$ cat src/design/rbp_pkg.sv
// ----------------------------------------------------------------------------
// rbp_pkg
// Shared number format, constants and saturating fixed-point helpers for the
// relativistic Boris push pipeline.
// ----------------------------------------------------------------------------
package rbp_pkg;

  localparam int W       = 32;
  localparam int F       = 16;
  localparam int SQW     = W - 1 + F;
  localparam int SR      = (SQW + 1) / 2;
  localparam int DIV_LAT = W + 2;

  typedef logic signed [W-1:0]   word_t;
  typedef word_t [2:0]           vec_t;
  typedef logic signed [2*W+1:0] wide_t;

  localparam word_t FX_ONE  = word_t'(2 ** F);
  localparam word_t FX_HALF = word_t'(2 ** (F - 1));
  localparam word_t FX_TWO  = word_t'(2 ** (F + 1));

  localparam wide_t WMAX     = wide_t'({1'b0, {(W-1){1'b1}}});
  localparam wide_t WMIN     = -WMAX - wide_t'(1);
  localparam word_t WORD_MAX = word_t'(WMAX);
  localparam word_t WORD_MIN = word_t'(WMIN);

  function automatic word_t sat(input wide_t v);
    if (v > WMAX) begin
      return WORD_MAX;
    end
    if (v < WMIN) begin
      return WORD_MIN;
    end
    return word_t'(v);
  endfunction

  function automatic word_t fadd(input word_t a, input word_t b);
    return sat(wide_t'(a) + wide_t'(b));
  endfunction

  function automatic word_t fsub(input word_t a, input word_t b);
    return sat(wide_t'(a) - wide_t'(b));
  endfunction

  // round to nearest, ties toward plus infinity
  function automatic word_t fmul(input word_t a, input word_t b);
    logic signed [2*W-1:0] p;
    p = (2*W)'(a) * (2*W)'(b);
    p = (p + ((2*W)'(1) <<< (F - 1))) >>> F;
    return sat(wide_t'(p));
  endfunction

endpackage

$ cat src/design/rbp_sqrt.sv
// ----------------------------------------------------------------------------
// rbp_sqrt
// Pipelined integer square root: floor(sqrt(a * 2^F)) for a >= 0.
// One root bit per stage.
// ----------------------------------------------------------------------------
module rbp_sqrt (
  input  logic                   clk,
  input  logic                   en,
  input  logic [rbp_pkg::W-2:0]  a,
  output logic [rbp_pkg::SR-1:0] r
);

  localparam int F   = rbp_pkg::F;
  localparam int SQW = rbp_pkg::SQW;
  localparam int SR  = rbp_pkg::SR;
  localparam int XW  = SQW + 2;

  logic [SQW-1:0] rem_q     [SR];
  logic [SR-1:0]  root_q    [SR];
  logic [SQW-1:0] rem_next  [SR];
  logic [SR-1:0]  root_next [SR];

  always_comb begin
    logic [SQW-1:0] rin;
    logic [SR-1:0]  root_in;
    logic [XW-1:0]  trial;
    int k;
    for (int i = 0; i < SR; i++) begin
      k = SR - 1 - i;
      if (i == 0) begin
        rin     = {a, {F{1'b0}}};
        root_in = '0;
      end else begin
        rin     = rem_q[i-1];
        root_in = root_q[i-1];
      end
      trial = (XW'(root_in) << (k + 1)) + (XW'(1) << (2 * k));
      if (trial <= XW'(rin)) begin
        rem_next[i]  = rin - trial[SQW-1:0];
        root_next[i] = root_in | (SR'(1) << k);
      end else begin
        rem_next[i]  = rin;
        root_next[i] = root_in;
      end
    end
  end

  always_ff @(posedge clk) begin
    if (en) begin
      for (int i = 0; i < SR; i++) begin
        rem_q[i]  <= rem_next[i];
        root_q[i] <= root_next[i];
      end
    end
  end

  assign r = root_q[SR-1];

endmodule

$ cat config.mk
export PLATFORM = sky130hd
export DESIGN_NAME = rbp_sqrt
export DESIGN_NICKNAME = d
export VERILOG_FILES = /design/src/design/rbp_pkg.sv /design/src/design/rbp_sqrt.sv
export SDC_FILE = /design/constraint.sdc
export NUM_CORES = 2
export LEC_CHECK = 0
export BUFFER_PORTS_ARGS = -buffer_cell sky130_fd_sc_hd__buf_2
export CAP_MARGIN = 20
export CORE_ASPECT_RATIO = 0.7
export CORE_UTILIZATION = 55
export DETAILED_ROUTE_END_ITERATION = 12
export GPL_TIMING_DRIVEN = 0
export MAX_ROUTING_LAYER = met4
export PLACE_DENSITY = 0.76
export REMOVE_ABC_BUFFERS = 1
export SYNTH_ARGS = -nofsm -noshare
export SYNTH_HDL_FRONTEND = slang
export SYNTH_SLANG_ARGS = --single-unit
$ cat constraint.sdc
create_clock -name clk -period 8.4 [get_ports clk]
set_clock_uncertainty 0.15 [all_clocks]
set_input_delay 1.68 -clock clk [delete_from_list [all_inputs] [get_ports clk]]
set_output_delay 1.68 -clock clk [all_outputs]
set_load 0.02 [all_outputs]
# After elaboration in Yosys (flattened, before gate mapping)
# Memories as Yosys holds them, arrays and structs flattened.
# Cells that the tools add are included.
dict set report word_totals {
  mem_bits_rw 1704
  n_memories 2
  register_bits 0
  output_inout_bits 24
}
# name depth word_bits rd rd_clocked_by_memory_dff wr line
set memory_table {}
lappend memory_table {rem_q 24 47 23 0 24 rbp_sqrt.sv:18} ;# logic [SQW-1:0] rem_q [SR];
lappend memory_table {root_q 24 24 24 0 24 rbp_sqrt.sv:19} ;# logic [SR-1:0] root_q [SR];
dict set report op_classes {
  n_addsub 47
  n_mux 50
  magnitude_cmp 24
}
# operator count
set op_table {}
lappend op_table {{$mux W47} 24}
lappend op_table {{$sub A47 B47 Y47} 2}
lappend op_table {{$add A47 B45 Y48 const B} 1}
lappend op_table {{$le A48 B47 Y1} 1}
lappend op_table {{$add A46 B43 Y47 const B} 1}
lappend op_table {{$le A26 B47 Y1} 1}
lappend op_table {{$le A27 B47 Y1} 1}
lappend op_table {{$le A28 B47 Y1} 1}
lappend op_table {{$le A29 B47 Y1} 1}
lappend op_table {{$le A30 B47 Y1} 1}
lappend op_table {{$le A31 B47 Y1} 1}
lappend op_table {{$le A32 B47 Y1} 1}
lappend op_table {{$le A33 B47 Y1} 1}
lappend op_table {{$le A34 B47 Y1} 1}
lappend op_table {{$le A35 B47 Y1} 1}
lappend op_table {{$le A36 B47 Y1} 1}
lappend op_table {{$le A37 B47 Y1} 1}
lappend op_table {{$le A38 B47 Y1} 1}
lappend op_table {{$le A39 B47 Y1} 1}
lappend op_table {{$le A40 B47 Y1} 1}
lappend op_table {{$le A41 B47 Y1} 1}
lappend op_table {{$le A42 B47 Y1} 1}
lappend op_table {{$le A43 B47 Y1} 1}
lappend op_table {{$le A44 B47 Y1} 1}
lappend op_table {{other kinds (71)} 73}

# Depth between registers and ports, before layout
# An unclocked memory read counts as a cell.
dict set report depth {
  depth_word 4
  depth_mapped 13
  depth_no_buf 12
}

# Least setup slack after synthesis
# OpenSTA, ideal clock, no wires.
dict set report synth_path {
  path_type {register to register}
  start {mem rem_q[2][107] (netlist name)}
  end {mem rem_q[2][153] (netlist name) (data pin)}
  n_path_buf 3
  period_less_slack_ns 3.244
  path_stages_with_launch 11
  setup_time_ns 0.271
  arrival_time_ns 2.823
  slack_ns 5.156
  path_cell_list {edfxtp_1 ha_1 nand3_1 o22ai_1 o41ai_1 o31a_1 o31ai_1 clkbuf_1 clkbuf_1 clkbuf_1 a21oi_1}
}
# item line
set synth_rtl {}
lappend synth_rtl {{from (decl)} rbp_sqrt.sv:18}

==> impl_results.md <==
* H-tree depth at 3
* Worst-Margin Slew at 1.09 ns
* Setup TNS Final at 0 ns
* Post-Route M1 WL at 52800 µm
* Port Buffers at 56
* Die area at 0.100 mm²
* Starting Density at 0.555
* Via count at 35.1k
* Post-Route WL at 111000 µm
* Avg WL per Cell at 18.3 µm
* Final period utilization at 0.517
* Arrival time at the worst endpoint at 4.63 ns
* Vias per cell at 5.82
* Slew headroom at 0.265
* Total GRT Usage at 0.227
* Area share of fa/ha/maj cells after synthesis at 0.0732
* Die W at 378 µm
* CTS Buf Count at 100
* Mapped Avg Cell Area at 12.0 µm²
* Std-Cell Rows at 96
* Critical Path RT at 8.69 ns
* First-pass DRT Iterations at 6
* Vias in the first global route at 33.6k
* CP top delay family: simple AND/OR/NAND/NOR gates
* Slowest stage delay, CP at 0.64 ns
* Pin count of the biggest net entering global routing at 137
* Top layer in use: met4
* Clock Path Buffers at 3
* Antenna Nets Post-Route at 0
* Post-Synth Simple-Gate Area at 0.122
* EDFF count, synth at 1062
* CP Max Fanout at 14
* Slowest library cell on the worst path: or4_1
* Cells after Synth at 4519
* DP HPWL at 80500 µm
* Critical path class: reg2reg
* Post-synthesis sequential area ratio at 0.587
* Kind of end point of the critical path: flip-flop
* Fmax at 0.230 GHz
* Resized cells post-CTS at 0
* Global-route wire length before repair at 177000 µm
* Period minus WS final at 4.34 ns
* Maxcap violations at 0
* Fraction of registers with async set or reset after synthesis at 0
* Post-route cell area at 0.0600 mm²
* Final core utilization at 0.613
* RSZ-0062 raised after global routing: false
* CP most frequent cell: nor4_1
* WHS at 0.280 ns
* Num ports at 57
* Crit path launch type: flip-flop
* Slew Viols, Final at 0
* Largest family of logic cells by synthesized area: simple AND/OR/NAND/NOR gates
* # setup viols final at 0
* #FFs+latches synth at 1062
* Netlist cell types at 79
* Layout cells sized above 1 at 0.0737
* Worst path cell trace: or4_1, or2_2, nor4_1, nand3_1, nor4b_4, buf_6, nand2b_1, nor4_1, xor2_1
* WP buf/inv at 1
* Synth Area in Compound Gates at 0.102
* Yosys Warn Count at 0
* Clk_lat worst skew at 0.70 ns
* Dpl cell area at 0.0564 mm²
* CTS Root Cell: clkbuf_16
* Final Wtd Congestion at 0.891
* Synth-to-layout area growth at 10.4%
* Core Region at 0.0979 mm²
* Max IR drop VDD at 192 µV
* Final Hold Fails at 0
* Grt total ovfl at 0
* Ys flop type: edfxtp_1
* DRC viols at 0
* Met2 wire length at 49300 µm
* Post-Synth XOR/XNOR Area at 0.0672
* Mux cell area share after synthesis at 0.0156
* Total clock sinks at 1062
* Layout fillers at 7448
* # hold bufs at CTS at 0
* Final nets at 4970
* Worst-path clk slew at 0.07 ns
* Initial antenna violation count at 2
* Post-Syn Area at 0.0543 mm²
* Met3 WL at 6600 µm
* Leak pwr at 0.0230 µW
* Setup bufs post-CTS at 0
* DIE HEIGHT at 265 µm
* CTS tree: done
* Status: finished, final reports clean
* PD cells at 260 mW/mm²
* Min-delay worst type: reg2reg
* Initial DRC count at 3247
==> layout by cell type (no fill, tap or decap), types with 18 or more instances in the layout <==
master     count
a21o_1        90
xnor2_1      190
nand4b_1      19
nand4_1       45
o21bai_1      21
nor2b_1       45
o211ai_1      21
nor2_1       286
or2_2         21
nand3_1       81
mux2_2        63
ha_1         305
bufinv_16     18
nor4b_1       21
inv_1        397
o21a_1        51
nand2_1      285
nor4_1       102
clkinv_1      19
clkinv_2      23
nor3_1       141
or3_1         39
a21oi_1      255
buf_2         58
xor2_1       227
a31oi_1       31
or4_1         33
o31ai_1       34
nand2b_1      69
clkbuf_16    100
edfxtp_1    1062
a211oi_1      30
o21ai_0      244
==> registers in the layout, indices dropped and copies added, names as in the netlist <==
register	flops
rem_q	762
root_q	300
==> worst reg2reg max path: stages, from the launching register on <==
cell	delay (ns)
edfxtp_1	0.48
or4_1	0.64
or2_2	0.36
nor4_1	0.48
nand3_1	0.28
nor4b_4	0.63
buf_6	0.24
nand2b_1	0.46
nor4_1	0.15
xor2_1	0.19
==> power breakdown <==
group	internal, µW	total (µW)	switching (µW)
clock network	2760	4780	2020
registers	6830	7430	591
logic	1420	3380	1950
total	11000	15600	4570
==> metal layers <==
metal	up-vias	GRT usage
li1	16975	-
met1	16990	0.330
met2	990	0.338
met3	147	0.0345
met4	0	0.0489
met5	-	-
==> cell families (layout without fill, tap and decap cells) <==
| family | count (synthesis) | after routing |
|---|---|---|
| AOI/OAI and AO/OA | 892 | 892 |
| DFF | 1062 | 1062 |
| and+or+nand+nor | 1281 | 1281 |
| adders and majority gates | 313 | 313 |
| muxes | 77 | 77 |
| other | 1 | 2 |
| xor gates and xnor gates | 417 | 417 |
| buffers and inverters | 476 | 665 |
==> stage by stage <==
| stage | setup slack, ns | instances | power, µW |
|---|---|---|---|
| final | 4.06 | 6032 | 15600 |
| after global placement | -10.59 | 5819 | 10800 |
| after CTS | 3.89 | 6027 | 15600 |
| after floorplan | 3.37 | 4440 | 9780 |
| after global routing | 3.82 | 6032 | 16300 |
| after detailed placement | 3.49 | 5841 | 10800 |
==> final timing paths <==
| path | slack [ns] | cells past startpoint | startpoint | end |
|---|---|---|---|---|
| max | 4.06 | 9 | rem_q[2][215]$_DFFE_PP_ | rem_q[2][271]$_DFFE_PP_ |
| min | 0.28 | 0 | root_q[2][65]$_DFFE_PP_ | root_q[2][89]$_DFFE_PP_ |
| max reg2reg | 4.06 | 9 | rem_q[2][215]$_DFFE_PP_ | rem_q[2][271]$_DFFE_PP_ |
| min reg2reg | 0.28 | 0 | root_q[2][65]$_DFFE_PP_ | root_q[2][89]$_DFFE_PP_ |
==> synth_stat cells (14+ instances only) <==
library cell / count / area share
nand3b_1: 14 / 0.0019
nor4_1: 102 / 0.012
mux2_2: 63 / 0.013
inv_1: 397 / 0.027
nor2b_1: 45 / 0.0052
or4_1: 33 / 0.0046
o31ai_1: 35 / 0.0048
a211oi_1: 30 / 0.0041
and3_1: 14 / 0.0016
or2_2: 21 / 0.0024
nor2_1: 287 / 0.020
a31oi_1: 32 / 0.0037
or3_1: 39 / 0.0045
nor3_1: 142 / 0.013
o211ai_1: 21 / 0.0029
mux2i_1: 14 / 0.0026
a21o_1: 90 / 0.012
nor4b_1: 21 / 0.0034
clkbuf_1: 64 / 0.0044
xor2_1: 227 / 0.037
edfxtp_1: 1062 / 0.59
nand4b_1: 19 / 0.0031
and2_1: 16 / 0.0018
nand4_1: 45 / 0.0052
o41ai_1: 16 / 0.0026
o21a_1: 51 / 0.0070
nand2b_1: 69 / 0.0079
o21ai_0: 244 / 0.022
nand2_1: 285 / 0.020
a21oi_1: 255 / 0.023
nand3_1: 81 / 0.0075
ha_1: 305 / 0.070
xnor2_1: 190 / 0.031
o21bai_1: 21 / 0.0029
==> final cells by class <==
type / count / area [µm²] / area share
flip-flops and latches: 1062 / 31900 / 0.532
multi-input cells: 2981 / 20700 / 0.345
clock buffers: 111 / 2540 / 0.0424
well taps: 1323 / 1660 / 0.0276
inverters: 397 / 1490 / 0.0248
clock inverters: 75 / 952 / 0.0159
repair buffers: 82 / 749 / 0.0125
diodes: 1 / 2.50 / 0.0000417
Power figures use the tool's default switching activity.
