**src/design/rbp_pkg.sv**
```systemverilog
// ----------------------------------------------------------------------------
// rbp_pkg
// Shared number format, constants and saturating fixed-point helpers for the
// relativistic Boris push pipeline.
// ----------------------------------------------------------------------------
package rbp_pkg;

  localparam int W       = 32;
  localparam int F       = 16;
  localparam int SQW     = W - 1 + F;
  localparam int SR      = (SQW + 1) / 2;
  localparam int DIV_LAT = W + 2;

  typedef logic signed [W-1:0]   word_t;
  typedef word_t [2:0]           vec_t;
  typedef logic signed [2*W+1:0] wide_t;

  localparam word_t FX_ONE  = word_t'(2 ** F);
  localparam word_t FX_HALF = word_t'(2 ** (F - 1));
  localparam word_t FX_TWO  = word_t'(2 ** (F + 1));

  localparam wide_t WMAX     = wide_t'({1'b0, {(W-1){1'b1}}});
  localparam wide_t WMIN     = -WMAX - wide_t'(1);
  localparam word_t WORD_MAX = word_t'(WMAX);
  localparam word_t WORD_MIN = word_t'(WMIN);

  function automatic word_t sat(input wide_t v);
    if (v > WMAX) begin
      return WORD_MAX;
    end
    if (v < WMIN) begin
      return WORD_MIN;
    end
    return word_t'(v);
  endfunction

  function automatic word_t fadd(input word_t a, input word_t b);
    return sat(wide_t'(a) + wide_t'(b));
  endfunction

  function automatic word_t fsub(input word_t a, input word_t b);
    return sat(wide_t'(a) - wide_t'(b));
  endfunction

  // round to nearest, ties toward plus infinity
  function automatic word_t fmul(input word_t a, input word_t b);
    logic signed [2*W-1:0] p;
    p = (2*W)'(a) * (2*W)'(b);
    p = (p + ((2*W)'(1) <<< (F - 1))) >>> F;
    return sat(wide_t'(p));
  endfunction

endpackage

```
**src/design/rbp_div.sv**
```systemverilog
// ----------------------------------------------------------------------------
// rbp_div
// Pipelined restoring divider: (a * 2^F) / b for b > 0, rounded to nearest
// with ties away from zero, saturated. One quotient bit per stage.
// ----------------------------------------------------------------------------
module rbp_div (
  input  logic                  clk,
  input  logic                  en,
  input  rbp_pkg::word_t        a,
  input  logic [rbp_pkg::W-2:0] b,
  output rbp_pkg::word_t        q
);

  localparam int W  = rbp_pkg::W;
  localparam int F  = rbp_pkg::F;
  localparam int NW = W + F + 1;

  logic [W-1:0]  mag;
  logic [NW-1:0] num;

  logic          neg_q  [W+1];
  logic          ovf_q  [W+1];
  logic [W-1:0]  lo_q   [W+1];
  logic [W-2:0]  rem_q  [W+1];
  logic [W-2:0]  dvs_q  [W+1];
  logic [W-1:0]  quo_q  [W+1];

  logic [W-2:0]  rem_next [W+1];
  logic [W-1:0]  quo_next [W+1];

  always_comb begin
    logic [W-1:0] r2;
    r2  = '0;
    mag = a[W-1] ? W'(-a) : W'(a);
    num = NW'({mag, {F{1'b0}}}) + NW'(b >> 1);
    rem_next[0] = (W-1)'(num[NW-1:W]);
    quo_next[0] = '0;
    for (int i = 1; i <= W; i++) begin
      r2 = {rem_q[i-1], lo_q[i-1][W-i]};
      if (r2 >= {1'b0, dvs_q[i-1]}) begin
        rem_next[i] = (W-1)'(r2 - {1'b0, dvs_q[i-1]});
        quo_next[i] = {quo_q[i-1][W-2:0], 1'b1};
      end else begin
        rem_next[i] = r2[W-2:0];
        quo_next[i] = {quo_q[i-1][W-2:0], 1'b0};
      end
    end
  end

  always_ff @(posedge clk) begin
    if (en) begin
      neg_q[0] <= a[W-1];
      ovf_q[0] <= (num[NW-1:W] >= b);
      lo_q[0]  <= num[W-1:0];
      dvs_q[0] <= b;
      for (int i = 0; i <= W; i++) begin
        rem_q[i] <= rem_next[i];
        quo_q[i] <= quo_next[i];
      end
      for (int i = 1; i <= W; i++) begin
        neg_q[i] <= neg_q[i-1];
        ovf_q[i] <= ovf_q[i-1];
        lo_q[i]  <= lo_q[i-1];
        dvs_q[i] <= dvs_q[i-1];
      end
      if (ovf_q[W] || quo_q[W][W-1]) begin
        q <= neg_q[W] ? rbp_pkg::WORD_MIN : rbp_pkg::WORD_MAX;
      end else begin
        q <= neg_q[W] ? -signed'(quo_q[W]) : signed'(quo_q[W]);
      end
    end
  end

endmodule

```
**config.mk**
```make
export PLATFORM = sky130hd
export DESIGN_NAME = rbp_div
export DESIGN_NICKNAME = d
export VERILOG_FILES = /design/src/design/rbp_pkg.sv /design/src/design/rbp_div.sv
export SDC_FILE = /design/constraint.sdc
export NUM_CORES = 2
export LEC_CHECK = 0
export BUFFER_PORTS_ARGS = -buffer_cell sky130_fd_sc_hd__buf_2
export CORE_MARGIN = 3
export CORE_UTILIZATION = 40
export CTS_BUF_LIST = sky130_fd_sc_hd__clkbuf_8
export DETAILED_ROUTE_END_ITERATION = 12
export GPL_TIMING_DRIVEN = 0
export PLACE_DENSITY_LB_ADDON = 0.15
export RECOVER_POWER = 50
export SETUP_SLACK_MARGIN = 0.1
export SYNTH_ARGS = -nofsm -noshare
export SYNTH_HDL_FRONTEND = slang
export SYNTH_MEMORY_MAX_BITS = 65536
export SYNTH_SLANG_ARGS = --single-unit
```
**constraint.sdc**
```tcl
create_clock -name clk -period 15 [get_ports clk]
set_input_delay 3 -clock clk [delete_from_list [all_inputs] [get_ports clk]]
set_output_delay 3 -clock clk [all_outputs]
set_load 0.05 [all_outputs]
```
# --- After elaboration in Yosys (flattened, before gate mapping) ---
# Memory sizes are Yosys's and may differ from the RTL's.
# Cells that the tools add are included.
totals:
  elab_cells: 146
  register_bits: 32
  mem_bits_rw: 4224
  n_memories: 6
mem_list:
  columns: ["name", "words", "word_bits", "rd", "rd_clocked_by_memory_dff", "write_ports", "line", "source"]
  rows:
  - ["lo_q", 33, 32, 32, 0, 33, "rbp_div.sv:23", "logic [W-1:0] lo_q [W+1];"]
  - ["quo_q", 33, 32, 33, 0, 33, "rbp_div.sv:26", "logic [W-1:0] quo_q [W+1];"]
  - ["dvs_q", 33, 31, 32, 0, 33, "rbp_div.sv:25", "logic [W-2:0] dvs_q [W+1];"]
  - ["rem_q", 33, 31, 32, 0, 33, "rbp_div.sv:24", "logic [W-2:0] rem_q [W+1];"]
  - ["neg_q", 33, 1, 33, 0, 33, "rbp_div.sv:21", "logic neg_q [W+1];"]
  - ["ovf_q", 33, 1, 33, 0, 33, "rbp_div.sv:22", "logic ovf_q [W+1];"]
classes:
  muxes: 70
  add_sub_neg: 35
  n_reduce_logical: 1
  order_cmp: 33
ops:
  columns: ["cell", "count"]
  rows:
  - ["greater-or-equal comparator 32 x 31 -> 1 bit", 32]
  - ["two-way mux 31 bit", 32]
  - ["subtractor 31 bit", 32]
  - ["two-way mux 32 bit", 4]
  - ["negator 32 bit", 2]
  - ["adder 48 x 30 -> 49 bit", 1]
  - ["two-way mux 1 bit", 34]
  - ["greater-or-equal comparator 17 x 31 -> 1 bit", 1]
  - ["logical OR 1 bit", 1]

# --- Longest topological paths before layout ---
logic_depth:
  depth_word: 4
  depth_mapped: 27
  mapped_depth_nobuf: 25

# --- Worst setup path after synthesis ---
# Ideal clock, no wire load.
synth_timing:
  path_kind: "input to register"
  startpoint: "input a[31]"
  endpoint: "memory ovf_q[0][0] (data pin)"
  t_arrival_ns: 7.903
  n_path_buf: 4
  required_ns: 14.737
  setup_ns: 0.263
  path_stages: 26
  path_slack_ns: 6.834
  path_cell_list: "clkbuf_1 -> clkbuf_1 -> buf_1 -> clkbuf_1 -> o21ai_0 -> fa_1 -> a21o_1 -> a21oi_1 -> o21bai_1 -> a2111oi_0 -> o31ai_1 -> a31oi_1 -> nor2_1 -> nand2_1 -> xor2_1 -> ha_1 -> a21oi_1 -> nor2b_1 -> o21ai_0 -> o21ai_0 -> o21a_1 -> o21a_1 -> o21a_1 -> o21ai_0 -> a211o_1 -> a31oi_1"
synth_lines:
  columns: ["element", "line", "source"]
  rows:
  - ["from (decl)", "rbp_div.sv:9", "input rbp_pkg::word_t a,"]
  - ["to (decl)", "rbp_div.sv:22", null]

==> impl_metrics.py <==
metrics = {
    "status": {
        "outcome": "complete, but fails checks",
        "failed_checks": "max-capacitance violations, max-slew violations",
    },
    "global_route": {
        "grt_overflow": 0,
        "antenna_found_initial": 13,
        "grtUsageTotal": 0.197,
        "grt_pass1_wl_mm": 576,
        "grt_pass1_vias": 95897,
        "grt_start_max_net_pins": 178,
    },
    "timing": {
        "rsz0062_at_grt": "false",
        "fin_crit_sh": 0.749,
        "setup_viol": 0,
        "hold_slack_ps": 378,
        "tns_ps": 0,
        "maxSlewViolCount": 411,
        "fin_crit_ps": 11230,
        "worst_slew_pin_slew_ps": 6830,
        "hold_viol_final": 0,
        "clock.fmax_mhz": 89.0,
        "finClkSkew_ps": 85.7,
        "slew-limit-headroom": -3.55,
    },
    "synth": {
        "ys_top_cells_by_area": "edfxtp_1 56%, ha_1 8.6%, inv_1 3.2%",
        "yosysWarnings": 0,
        "syn_avg_cell_area_um2": 11.7,
        "synth_flop_cell": "edfxtp_1",
        "syn_inst": 12503,
        "synth_top_area_share": 0.560,
        "synth_edf_count": 2732,
        "ys_ff_latch": 2732,
        "synth.largest_area_cell": "edfxtp_1",
        "synth_cell_type_count": 93,
        "yosysSeqAreaShare": 0.560,
        "syn-cell-area_mm2": 0.146,
        "postSynth.asyncResetShare": 0,
    },
    "clock_network": {
        "cts_tree": "done",
        "clk_pin_slew_ps": 60,
        "ctsHoldBuffers": 0,
        "cts_inserted_buffers": 474,
        "htreeDepth": 5,
        "clock_sinks": 2732,
        "cts_buffer_depth": 4,
        "cts_root_buffer": "clkbuf_8",
        "cts_resized": 0,
        "postCtsSetupBuffers": 0,
        "clock_latency_ps": 1140,
    },
    "route": {
        "drcViolationCount": 0,
        "vias": 98549,
        "top_layer": "met5",
        "avgViaCountPerCell": 5.39,
        "first_pass_iters": 6,
        "drt-total-wl_mm": 380,
        "wl_met2_mm": 164,
        "drt-met1-wl_mm": 183,
        "drt_iter0_drc": 8793,
        "wl_per_cell_um": 20.7,
        "met3_length_mm": 23.1,
        "ant_nets": 0,
    },
    "critical_path": {
        "end_kind": "register",
        "critPathKind": "primary input to register",
        "crit_fanout": 169,
        "critPathMaxStageDelay_ps": 4590,
        "crit_path_cell_trace": "clkbuf_1 > buf_16 > buf_16 > clkbuf_2 > buf_16",
        "arrival_ps": 11980,
        "cp_slowest_cell": "clkbuf_1",
        "critPathRequiredTime_ps": 15740,
        "crit_top_cell": "buf_16",
        "startpoint_type": "primary input",
    },
    "layout": {
        "fin_util": 0.448,
        "finalNonFillerCells": 18300,
        "nFillCells": 33796,
        "drive_gt1_frac": 0.0908,
        "nets": 14204,
        "syn2layout_area_growth_pct": 11.1,
    },
    "floorplan": {
        "die-area_mm2": 0.373,
        "rows": 221,
        "die-width_um": 611,
        "initial_core_util": 0.403,
        "core_mm2": 0.363,
        "die_y_um": 611,
        "io_pins": 97,
    },
    "placement": {
        "routabilityCongestion": 0.931,
        "port_buffers": 95,
        "hpwl_mm": 285,
        "dp.cells": 17413,
    },
    "worst_hold_path": {
        "hold_class": "register to register",
    },
    "job": {
        "drv_cap": 3,
    },
    "power_and_ir_drop": {
        "power_density_mw_per_mm2": 212,
        "leakagePower_nw": 65.6,
        "ir_worst_vdd_mv": 0.105,
        "fin_total_pwr_mw": 34.5,
    },
}
-- registers in the layout, summed over array words and instances (netlist names) --
name	cells
ovf_q	33
rem_q	978
dvs_q	992
neg_q	33
lo_q	136
quo_q	528
q	32
-- kinds of logic (layout without fill, tap and decap cells) --
kind of cell,count (synthesis),after routing,share of synthesized area
DFF,2732,2732,0.560
adders and majority gates,1044,1044,0.0908
AOI/OAI and AO/OA,3227,3227,0.139
muxes,452,452,0.0343
xor gates and xnor gates,791,791,0.0473
and+or+nand+nor,2741,2741,0.0897
buffers and inverters,1515,2510,0.0389
other,1,9,0.0000256
-- cell usage after synthesis (42+ instances only) --
cell / n
nand3_1: 202
or2_2: 61
nor2b_1: 140
ha_1: 1012
o21bai_1: 95
a21boi_0: 47
o21ai_0: 840
a211oi_1: 94
and2_1: 42
nand2b_1: 144
nor2_1: 579
nand4_1: 150
xnor2_1: 488
o211ai_1: 57
nor3_1: 172
nand2_1: 938
mux2i_1: 50
and3_1: 90
clkbuf_1: 217
a21o_1: 438
a21oi_1: 874
xor2_1: 303
o31ai_1: 93
mux2_2: 402
inv_1: 1260
or3_1: 66
edfxtp_1: 2732
a31oi_1: 109
o21a_1: 189
-- layer usage --
| metal | vias up | global-route usage |
|---|---|---|
| met3 | 604 | 0.0342 |
| met1 | 47757 | 0.293 |
| met4 | 6 | 0.0524 |
| li1 | 47533 | - |
| met2 | 2649 | 0.296 |
| met5 | - | 0 |
-- cell type report --
cell class	count	area, um2	area share
sequential	2732	82000	0.504
multi-input combinational	8257	58800	0.361
clock buffer	474	6520	0.0401
tap	4794	6000	0.0369
inverter	1261	4730	0.0291
clock inverter	406	2840	0.0175
buffer	254	965	0.00593
timing repair buffer	115	872	0.00536
antenna	7	17.5	0.000108
-- worst max-delay path, delay by kind of cell --
kind | cells | cell delay, ps
buffers and inverters | 5 | 8040
-- cell usage in the layout (no fill, tap or decap), drive strengths merged, types with 42 or more instances in the layout --
| cell type | n |
|---|---|
| a21oi | 874 |
| clkinv | 221 |
| o211ai | 58 |
| nand4 | 150 |
| mux2i | 50 |
| and3 | 90 |
| nand3 | 203 |
| xnor2 | 488 |
| nor3 | 172 |
| ha | 1012 |
| nor2b | 140 |
| nand2 | 938 |
| a211oi | 94 |
| edfxtp | 2732 |
| a31oi | 109 |
| nand2b | 144 |
| clkbuf | 732 |
| nor2 | 579 |
| or2 | 64 |
| buf | 111 |
| o31ai | 93 |
| and2 | 42 |
| mux2 | 402 |
| inv | 1401 |
| o21bai | 95 |
| o21a | 189 |
| a21boi | 47 |
| o21ai | 853 |
| xor2 | 303 |
| a21o | 439 |
| or3 | 68 |
| nor4 | 43 |
-- stage by stage --
stage | instance area (um2) | setup WS [ps]
6_report | 163000 | 3770
5_1_grt | 163000 | 2900
4_1_cts | 163000 | 6000
3_5_place_dp | 153000 | 4760
3_3_place_gp | 153000 | -32540
2_1_floorplan | 146000 | 6830
-- power breakdown --
part           internal, mW  switching [mW]  total (mW)
combinational          6.40            9.12        15.5
sequential             11.1            1.13        12.2
clock                  3.57            3.21        6.79
-- worst paths after layout --
path              depth (start not counted)  slack [ps]     startpoint       endpoint
hold / removal                            0         380      neg_q[15]      neg_q[16]
setup reg to reg                         14        8480  dvs_q[0][722]  rem_q[0][746]
setup / recovery                          5        3770             en  quo_q[0][852]
hold reg to reg                           0         380      neg_q[15]      neg_q[16]
Note: power is estimated with default switching activity, not from simulation.
