--- config.mk ---
export PLATFORM = sky130hd
export DESIGN_NAME = rbp_delay
export DESIGN_NICKNAME = d
export VERILOG_FILES = /design/src/design/rbp_delay.sv
export SDC_FILE = /design/constraint.sdc
export NUM_CORES = 1
export LEC_CHECK = 0
export BUFFER_PORTS_ARGS = -buffer_cell sky130_fd_sc_hd__buf_4
export CORE_MARGIN = 1.5
export CORE_UTILIZATION = 25
export DETAILED_ROUTE_END_ITERATION = 7
export SLEW_MARGIN = 15
export SYNTH_ARGS = -nofsm -noshare
export SYNTH_HDL_FRONTEND = slang
export SYNTH_SLANG_ARGS = --single-unit
export TNS_END_PERCENT = 50
--- constraint.sdc ---
create_clock -name clk -period 0.85 [get_ports clk]
set_clock_uncertainty 0.1 [all_clocks]
set_input_delay 0.085 -clock clk [delete_from_list [all_inputs] [get_ports clk]]
set_output_delay 0.085 -clock clk [all_outputs]
set_load 0.005 [all_outputs]
--- src/design/rbp_delay.sv ---
// ----------------------------------------------------------------------------
// rbp_delay
// Enabled delay line for item sideband data and its valid bit.
// ----------------------------------------------------------------------------
module rbp_delay #(
  parameter int WIDTH = 8,
  parameter int DEPTH = 2
) (
  input  logic             clk,
  input  logic             rst,
  input  logic             en,
  input  logic             in_valid,
  input  logic [WIDTH-1:0] in_data,
  output logic             out_valid,
  output logic [WIDTH-1:0] out_data
);

  logic [DEPTH-1:0] vld;
  logic [WIDTH-1:0] data [DEPTH];

  always_ff @(posedge clk) begin
    if (rst) begin
      vld <= '0;
    end else if (en) begin
      vld[0] <= in_valid;
      for (int i = 1; i < DEPTH; i++) begin
        vld[i] <= vld[i-1];
      end
    end
  end

  always_ff @(posedge clk) begin
    if (en) begin
      data[0] <= in_data;
      for (int i = 1; i < DEPTH; i++) begin
        data[i] <= data[i-1];
      end
    end
  end

  assign out_valid = vld[DEPTH-1];
  assign out_data  = data[DEPTH-1];

endmodule

Yosys cells after proc, flatten, opt, wreduce, memory -nomap -nowiden
Memory sizes are Yosys's and may differ from the RTL's.
Cells that the tools add are included.
{"block": "word_totals", "mem_bits_ro": 0, "ff_bits": 2, "n_memories": 1, "elab_cells": 4, "latchBits": 0, "ram_bits": 16}
{"block": "op_classes", "div_mod_pow": 0, "eq_ne": 0, "shift": 0, "n_addsub": 0, "n_reduce_logical": 0, "multipliers": 0, "bitwise": 0, "n_lt_le_gt_ge": 0, "n_mux": 2}
{"name": "data", "words": 2, "width": 8, "rd": 2, "rd_clocked_by_memory_dff": 0, "write_ports": 2, "line": "19", "rtl": "logic [WIDTH-1:0] data [DEPTH];"}
{"cell": "1-bit 2-to-1 mux", "n": 2}

Logic depth before layout (Yosys ltp)
Gate-level depths: netlist of run 1.
{"block": "depth", "word_depth": 2, "depth_mapped": 2, "mapped_depth_nobuf": 2}

Least setup slack after synthesis of run 1
OpenSTA, ideal clock, no wires.
{"block": "synth_path", "path_kind": "reg-to-reg", "startpoint": "mem data[0][2]", "endpoint": "mem data[1][2] (netlist: data[0][10]) (data pin)", "stages_incl_launch_ff": 1, "path_buffers": 0, "slack_ns": 0.161, "t_required_ns": 0.484, "arrival_ns": 0.323, "period_less_slack_ns": 0.689, "cell_sequence": "edfxtp_1"}
{"item": "start, declared", "line": "19"}

==> metrics.yaml, run 1 <==
grt_overflow_total: 0
yosysSeqAreaShare_pct: 85.6
crit_type: "reg -> out"
vias: 289
drc_errors: 0
fmax_ghz: 1.02
worst_pin_slew_ns: 0.215
violations: "setup timing"
status: "complete, but fails checks"
htreeDepth: 1
start_kind: "flip-flop"
grt_max_degree: 19
synth-seq-cells: 18
slowest_delay_ns: 0.38
finalNonFillerCells: 84
track_usage_pct: 5.81
syn_area_per_cell_sq_um: 20.3
area_growth_pct: 43.8
rsz0062_at_grt: "true"
num-fill-cells: 224
hold_path_depth: 1
clock_path_buffers: 2
wirelength_um: 715
drtAntennaViolNets: 0
gp_congestion: 0.599
drtIter0Drc: 6
layout.nets: 69
dieWidth_um: 52.3
min-delay-start: "en"
numClockSinks: 18
use_met2_pct: 7.92
routed_via_density: 3.44
hold_viol_final: 0
antenna_found_initial: 0
setup_tns_ns: -1.01
drv_cap: 0
cts_tree: "built"
setup_viol: 9
grt_busiest_layer: "met2"
worstPathCellList: "buf_4"
drive_gt1_share_pct: 44.6
final_max_slew_viol_count: 0
worst-path-buf-inv: 1
worst_slack_ns: -0.135
cp-startpoint: "data[0][15]"
yosys.area_share.simple_pct: 1.23
fin_util_pct: 38.8
wire_per_inst_um: 8.51
syn_inst: 30
max_slew_margin_pct: 85.7
synth_fp_nets: 42
whs_ns: 0.0792
row_count: 17
ir_drop_mv: 0.635
dpl_cell_area_sq_um: 733
drtPass1Iterations: 3
grt_pass1_vias: 238
synth_fa_ha_area_share_pct: 0
fin_area_sq_um: 875
r2r_start: "vld[1]"
synth_cell_types: 5
root_buffer: "clkbuf_4"
netlist_area_sq_um: 608
final_common_cell: "buf_4"
num_antenna_cells: 0
reg2reg_depth: 2
synthXorXnorAreaFrac_pct: 0
die_h_um: 52.3
crit_family: "flip-flops"
port_buffers: 20
regToRegSetupSlack_ns: 0.13
dpl.cell_count: 70
reg2reg_to: "vld[1]"
crit_slowest_cell: "edfxtp_1"
critPathMaxFanout: 1
core_area_sq_um: 2250
synth_top_family_by_area: "buffers and inverters"
p_leak_nw: 0.349
yosys-mux-area-fraction_pct: 3.29
grt_pass1_wl_mm: 1.04
cts_made_buffers: 3
multi_input_area_sq_um: 27.5
hold_path_end: "data[0][15]"
clk_latency_ns: 0.28
dieArea_sq_um: 2740
gr-usage-met3_pct: 2.86
crit_required_ns: 0.66
register_area_sq_um: 522
synth_compound_area_share_pct: 0
top_level_ports: 21
worstHoldPathType: "in -> reg"
clkTransAtPathRegs_ns: 0.09
fin_crit_sh_pct: 116
initial_core_util_pct: 27.0
end_kind: "output pin"
final_cell_mix: "buf_4, edfxtp_1, dlygate4sd3_1"
ys_warn_count: 0
cellPowerDensity_nw_per_um2: 1910
period_minus_slack_ns: 0.985
use_met1_pct: 6.03
critPathArrivalTime_ns: 0.80
[timing repair]
item                                   in CTS  in global routing
pin swaps                                   0                  0
setup endpoints to repair                   9                  9
resized for setup                           0                  2
endpoints found under the hold margin      10                  0
hold buffers                               10                  0
setup buffers                               0                  0
[power breakdown]
group	switching (mW)	leakage [nW]	internal, mW
clock	0.225	0.0210	0.260
sequential	0.0137	0.173	1.03
combinational	0.0437	0.154	0.0972
total	0.283	0.349	1.39
[metal layers]
layer	part of all wire, %	up-vias
met2	47	14
met3	11	2
met1	40	121
met4	1.4	0
li1	-	152
met5	0	-
[worst max path at each step]
stage	to	cells past startpoint
after CTS	out_data[7]	1
after global routing	out_data[7]	1
final	out_data[7]	1
after floorplan	data[0][10]	0
after global placement	vld[1]	3
after detailed placement	vld[1]	3
[state kept, by name, indices dropped and copies added, names as in the netlist]
name and count:
data 16, vld 2
[cell usage after synthesis]
library cell  instances  area (sq um)
edfxtp_1             16           480
buf_4                 8          60.1
dfxtp_1               2          40.0
mux2i_1               2          20.0
nor2_1                2          7.51
[cell families (layout without fill, tap and decap cells)]
group                  count (synthesis)  in the layout
buffers and inverters                  8             34
DFF                                   18             18
muxes                                  2              2
and+or+nand+nor                        2              2
[cell type report]
type / instances / area share [%]
sequential: 18 / 59.7
timing repair buffer: 30 / 29.0
clock buffer: 4 / 4.15
tap: 28 / 4.01
multi-input combinational: 4 / 3.15
[metrics by stage]
step           setup WS [ns]  power (mW)
2_1_floorplan          0.161        1.11
3_3_place_gp          0.0680        1.17
3_5_place_dp          0.0437        1.17
4_1_cts               -0.151        1.69
5_1_grt               -0.185        1.74
6_report              -0.135        1.67
(Power assumes the default switching activity.)
==> run 2: changes to the inputs <==
==> constraint.sdc (replaced) <==
create_clock -name clk -period 1.2 [get_ports clk]
set_clock_uncertainty 0.1 [all_clocks]
set_input_delay 0.12 -clock clk [delete_from_list [all_inputs] [get_ports clk]]
set_output_delay 0.12 -clock clk [all_outputs]
set_load 0.005 [all_outputs]
==> run 2 against run 1 <==
Effect of this change:
- the flow now finishes without violations
- largest cell class unchanged
- non-clock buffer count unchanged
- critical path type unchanged
- die area stayed put
- highest routed layer unchanged
- clock power fell by 29%
- power down 29%
==> metrics.yaml, run 2 (same netlist as run 1, synthesis figures left out) <==
critPathMaxFanout: 1
initial_core_util_pct: 27.0
crit_family: "flip-flops"
top_level_ports: 21
worst_pin_slew_ns: 0.215
wirelength_um: 713
start_kind: "flip-flop"
worst-path-stages: 1
crit_slowest_cell: "edfxtp_1"
die_h_um: 52.3
num-fill-cells: 226
port_buffers: 20
crit_type: "reg -> out"
fmax_ghz: 0.982
critPathArrivalTime_ns: 0.80
min-delay-start: "en"
cts_made_buffers: 3
layout.nets: 69
dieWidth_um: 52.3
hold_viol_final: 0
finalPower_mw: 1.18
drv_cap: 0
row_count: 17
dp_slack_ns: 0.359
fin_area_sq_um: 870
root_buffer: "clkbuf_4"
clk_latency_ns: 0.28
drtIter0Drc: 6
finalNonFillerCells: 84
reg2reg_to: "data[0][8]"
numClockSinks: 18
rsz0062_at_grt: "false"
gp_congestion: 0.599
fin_util_pct: 38.6
routed_via_density: 3.46
grt_overflow_total: 0
drtAntennaViolNets: 0
drive_gt1_share_pct: 42.9
area_growth_pct: 43.0
final_max_slew_viol_count: 0
regMostFlops: "data"
max_slew_margin_pct: 85.7
grt_pass1_wl_mm: 1.04
antenna_found_initial: 0
end_kind: "output pin"
biggestRegsByFlops: "data x16, vld x2"
regToRegSetupSlack_ns: 0.49
wire_per_inst_um: 8.49
hold_path_end: "data[0][15]"
drc_errors: 0
worstHoldPathType: "in -> reg"
grt_pass1_vias: 238
clkTransAtPathRegs_ns: 0.09
worst_slack_ns: 0.181
htreeDepth: 1
drtPass1Iterations: 3
largest_register_ffs: 16
slowest_delay_ns: 0.38
multi_input_area_sq_um: 27.5
cts.repair.resized: 0
dieArea_sq_um: 2740
p_leak_nw: 0.348
status: "finished clean"
hold_path_depth: 1
core_area_sq_um: 2250
r2r_start: "data[0][0]"
ir_drop_mv: 0.448
worst-path-buf-inv: 1
num_antenna_cells: 0
register_area_sq_um: 520
cts_tree: "built"
final_cell_mix: "buf_4, edfxtp_1, dlygate4sd3_1"
final_common_cell: "buf_4"
setup_tns_ns: 0
dpl_cell_area_sq_um: 733
period_minus_slack_ns: 1.02
vias: 291
fin_crit_sh_pct: 84.9
dpl.cell_count: 70
track_usage_pct: 5.81
crit_required_ns: 0.98
whs_ns: 0.115
grt_max_degree: 19
worstPathCellList: "buf_4"
cellPowerDensity_nw_per_um2: 1360
clock_path_buffers: 2
reg2reg_depth: 0
setup_viol: 0
[run 2: report_power, final]
group          switching (mW)  internal, mW  total (mW)
clock                   0.159         0.184       0.343
sequential            0.00946         0.731       0.740
combinational          0.0309        0.0682      0.0991
[run 2: worst max path at each step]
stage                start           to  slack (ns)
6_report       data[0][15]  out_data[7]        0.18
5_1_grt        data[0][15]  out_data[7]        0.13
3_3_place_gp            en       vld[1]        0.38
3_5_place_dp            en       vld[1]        0.36
2_1_floorplan   data[0][2]  data[0][10]        0.51
4_1_cts        data[0][15]  out_data[7]        0.16
[run 2: final cells by class]
cell class | instances | share of cell area, %
multi-input combinational | 4 | 3.17
clock buffer | 4 | 4.17
tap | 28 | 4.03
sequential | 18 | 59.9
timing repair buffer | 30 | 28.8
[run 2: metal layers]
layer	vias to the layer above	global-route usage (%)	routed length [um]
met2	14	7.92	333
met4	0	6.41	10
met3	2	2.86	82
met1	122	6.03	286
met5	-	0	0
li1	153	-	-
[run 2: what timing repair did]
item / 4_1_cts / 5_1_grt
hold buffers: 10 / 0
endpoints found under the hold margin: 10 / 0
setup buffers: 0 / 0
==> run 3: changes to the inputs <==
==> constraint.sdc (replaced) <==
create_clock -name clk -period 0.8 [get_ports clk]
set_clock_uncertainty 0.1 [all_clocks]
set_input_delay 0.08 -clock clk [delete_from_list [all_inputs] [get_ports clk]]
set_output_delay 0.08 -clock clk [all_outputs]
set_load 0.005 [all_outputs]
==> run 3 against run 2 <==
Effect of this change:
- sequential power up 50%
- first-iteration DRC count unchanged
- global-route usage down 0.12 points
- design area unchanged
- via count down 2.1%
- the flow now finishes with violations (hold timing, setup timing)
- non-clock buffer count down 1
- clock power up 50%
- largest power group unchanged
- power up 50%
- setup slack worse by 0.36 ns
- combinational power up 48%
==> metrics.yaml, run 3 (same netlist as run 1, synthesis figures left out) <==
status: "complete, but fails checks"
violations: "hold timing, setup timing"
dp_slack_ns: -0.00132
worstHoldPathType: "in -> reg"
row_count: 17
grt_overflow_total: 0
worst-path-buf-inv: 1
dpl_cell_area_sq_um: 733
vias: 285
cts_made_buffers: 3
worst_slack_ns: -0.180
drtPass1Iterations: 3
end_kind: "output pin"
regMostFlops: "data"
wire_per_inst_um: 8.47
crit_type: "reg -> out"
clk_latency_ns: 0.28
slowest_delay_ns: 0.38
final_max_slew_viol_count: 0
fin_area_sq_um: 870
numClockSinks: 18
cts_tree: "built"
grt_pass1_vias: 226
period_minus_slack_ns: 0.980
cellPowerDensity_nw_per_um2: 2040
cts_setup_buffers: 0
initial_core_util_pct: 27.0
critPathMaxFanout: 1
dieWidth_um: 52.3
critPathArrivalTime_ns: 0.80
clock_path_buffers: 2
core_area_sq_um: 2250
root_buffer: "clkbuf_4"
port_buffers: 20
max_slew_margin_pct: 85.7
worst_pin_slew_ns: 0.215
setup_tns_ns: -1.41
ir_drop_mv: 0.674
fmax_ghz: 1.02
setup_viol: 11
final_common_cell: "buf_4"
dieArea_sq_um: 2740
track_usage_pct: 5.69
finalNonFillerCells: 83
whs_ns: -0.0663
area_growth_pct: 43.0
crit_family: "flip-flops"
hold_viol_final: 1
gp_congestion: 0.599
drtIter0Drc: 6
fin_util_pct: 38.6
hold_buffers: 9
finalPower_mw: 1.77
dpl.cell_count: 70
drtAntennaViolNets: 0
layout.nets: 68
die_h_um: 52.3
drive_gt1_share_pct: 45.5
fin_crit_sh_pct: 122
drv_cap: 0
largest_register_ffs: 16
start_kind: "flip-flop"
crit_required_ns: 0.62
clkTransAtPathRegs_ns: 0.09
grt_pass1_wl_mm: 1.01
final_cell_mix: "buf_4, edfxtp_1, dlygate4sd3_1"
drc_errors: 0
antenna_found_initial: 0
grt_max_degree: 19
top_level_ports: 21
crit_slowest_cell: "edfxtp_1"
rsz0062_at_grt: "true"
htreeDepth: 1
biggestRegsByFlops: "data x16, vld x2"
p_leak_nw: 0.362
routed_via_density: 3.43
wirelength_um: 703
num_antenna_cells: 0
worstPathCellList: "buf_4"
run 3: path summary, 6_finish.rpt:
path | depth (start not counted) | end | slack [ns] | start
setup / recovery | 1 | out_data[7] | -0.18 | data[0][15]
setup reg to reg | 2 | vld[1] | 0.08 | vld[1]
hold reg to reg | 0 | data[0][10] | 0.32 | data[0][2]
hold / removal | 3 | vld[0] | -0.07 | in_valid
run 3: cell type report:
class | instances | area [sq um]
Clock buffer | 4 | 36.3
Fill cell | 225 | 1390
Multi-Input combinational cell | 4 | 27.5
Sequential cell | 18 | 522
Tap cell | 28 | 35.0
Timing Repair Buffer | 29 | 249
run 3: routing by layer:
metal	track usage [%]	vias up	share of wire, %
met2	7.50	14	47
li1	-	150	-
met3	2.86	2	12
met4	6.41	0	1.4
met5	0	-	0
met1	6.03	119	40
run 3: where the power goes:
part | switching, mW | internal (mW) | total (mW)
logic | 0.0454 | 0.102 | 0.147
clock network | 0.239 | 0.277 | 0.516
registers | 0.0145 | 1.10 | 1.11
run 3: repair_timing:
| action | 4_1_cts | 5_1_grt |
|---|---|---|
| endpoints found under the setup margin | 9 | 11 |
| endpoints found under the hold margin | 10 | 1 |
| gates resized for setup | 0 | 4 |
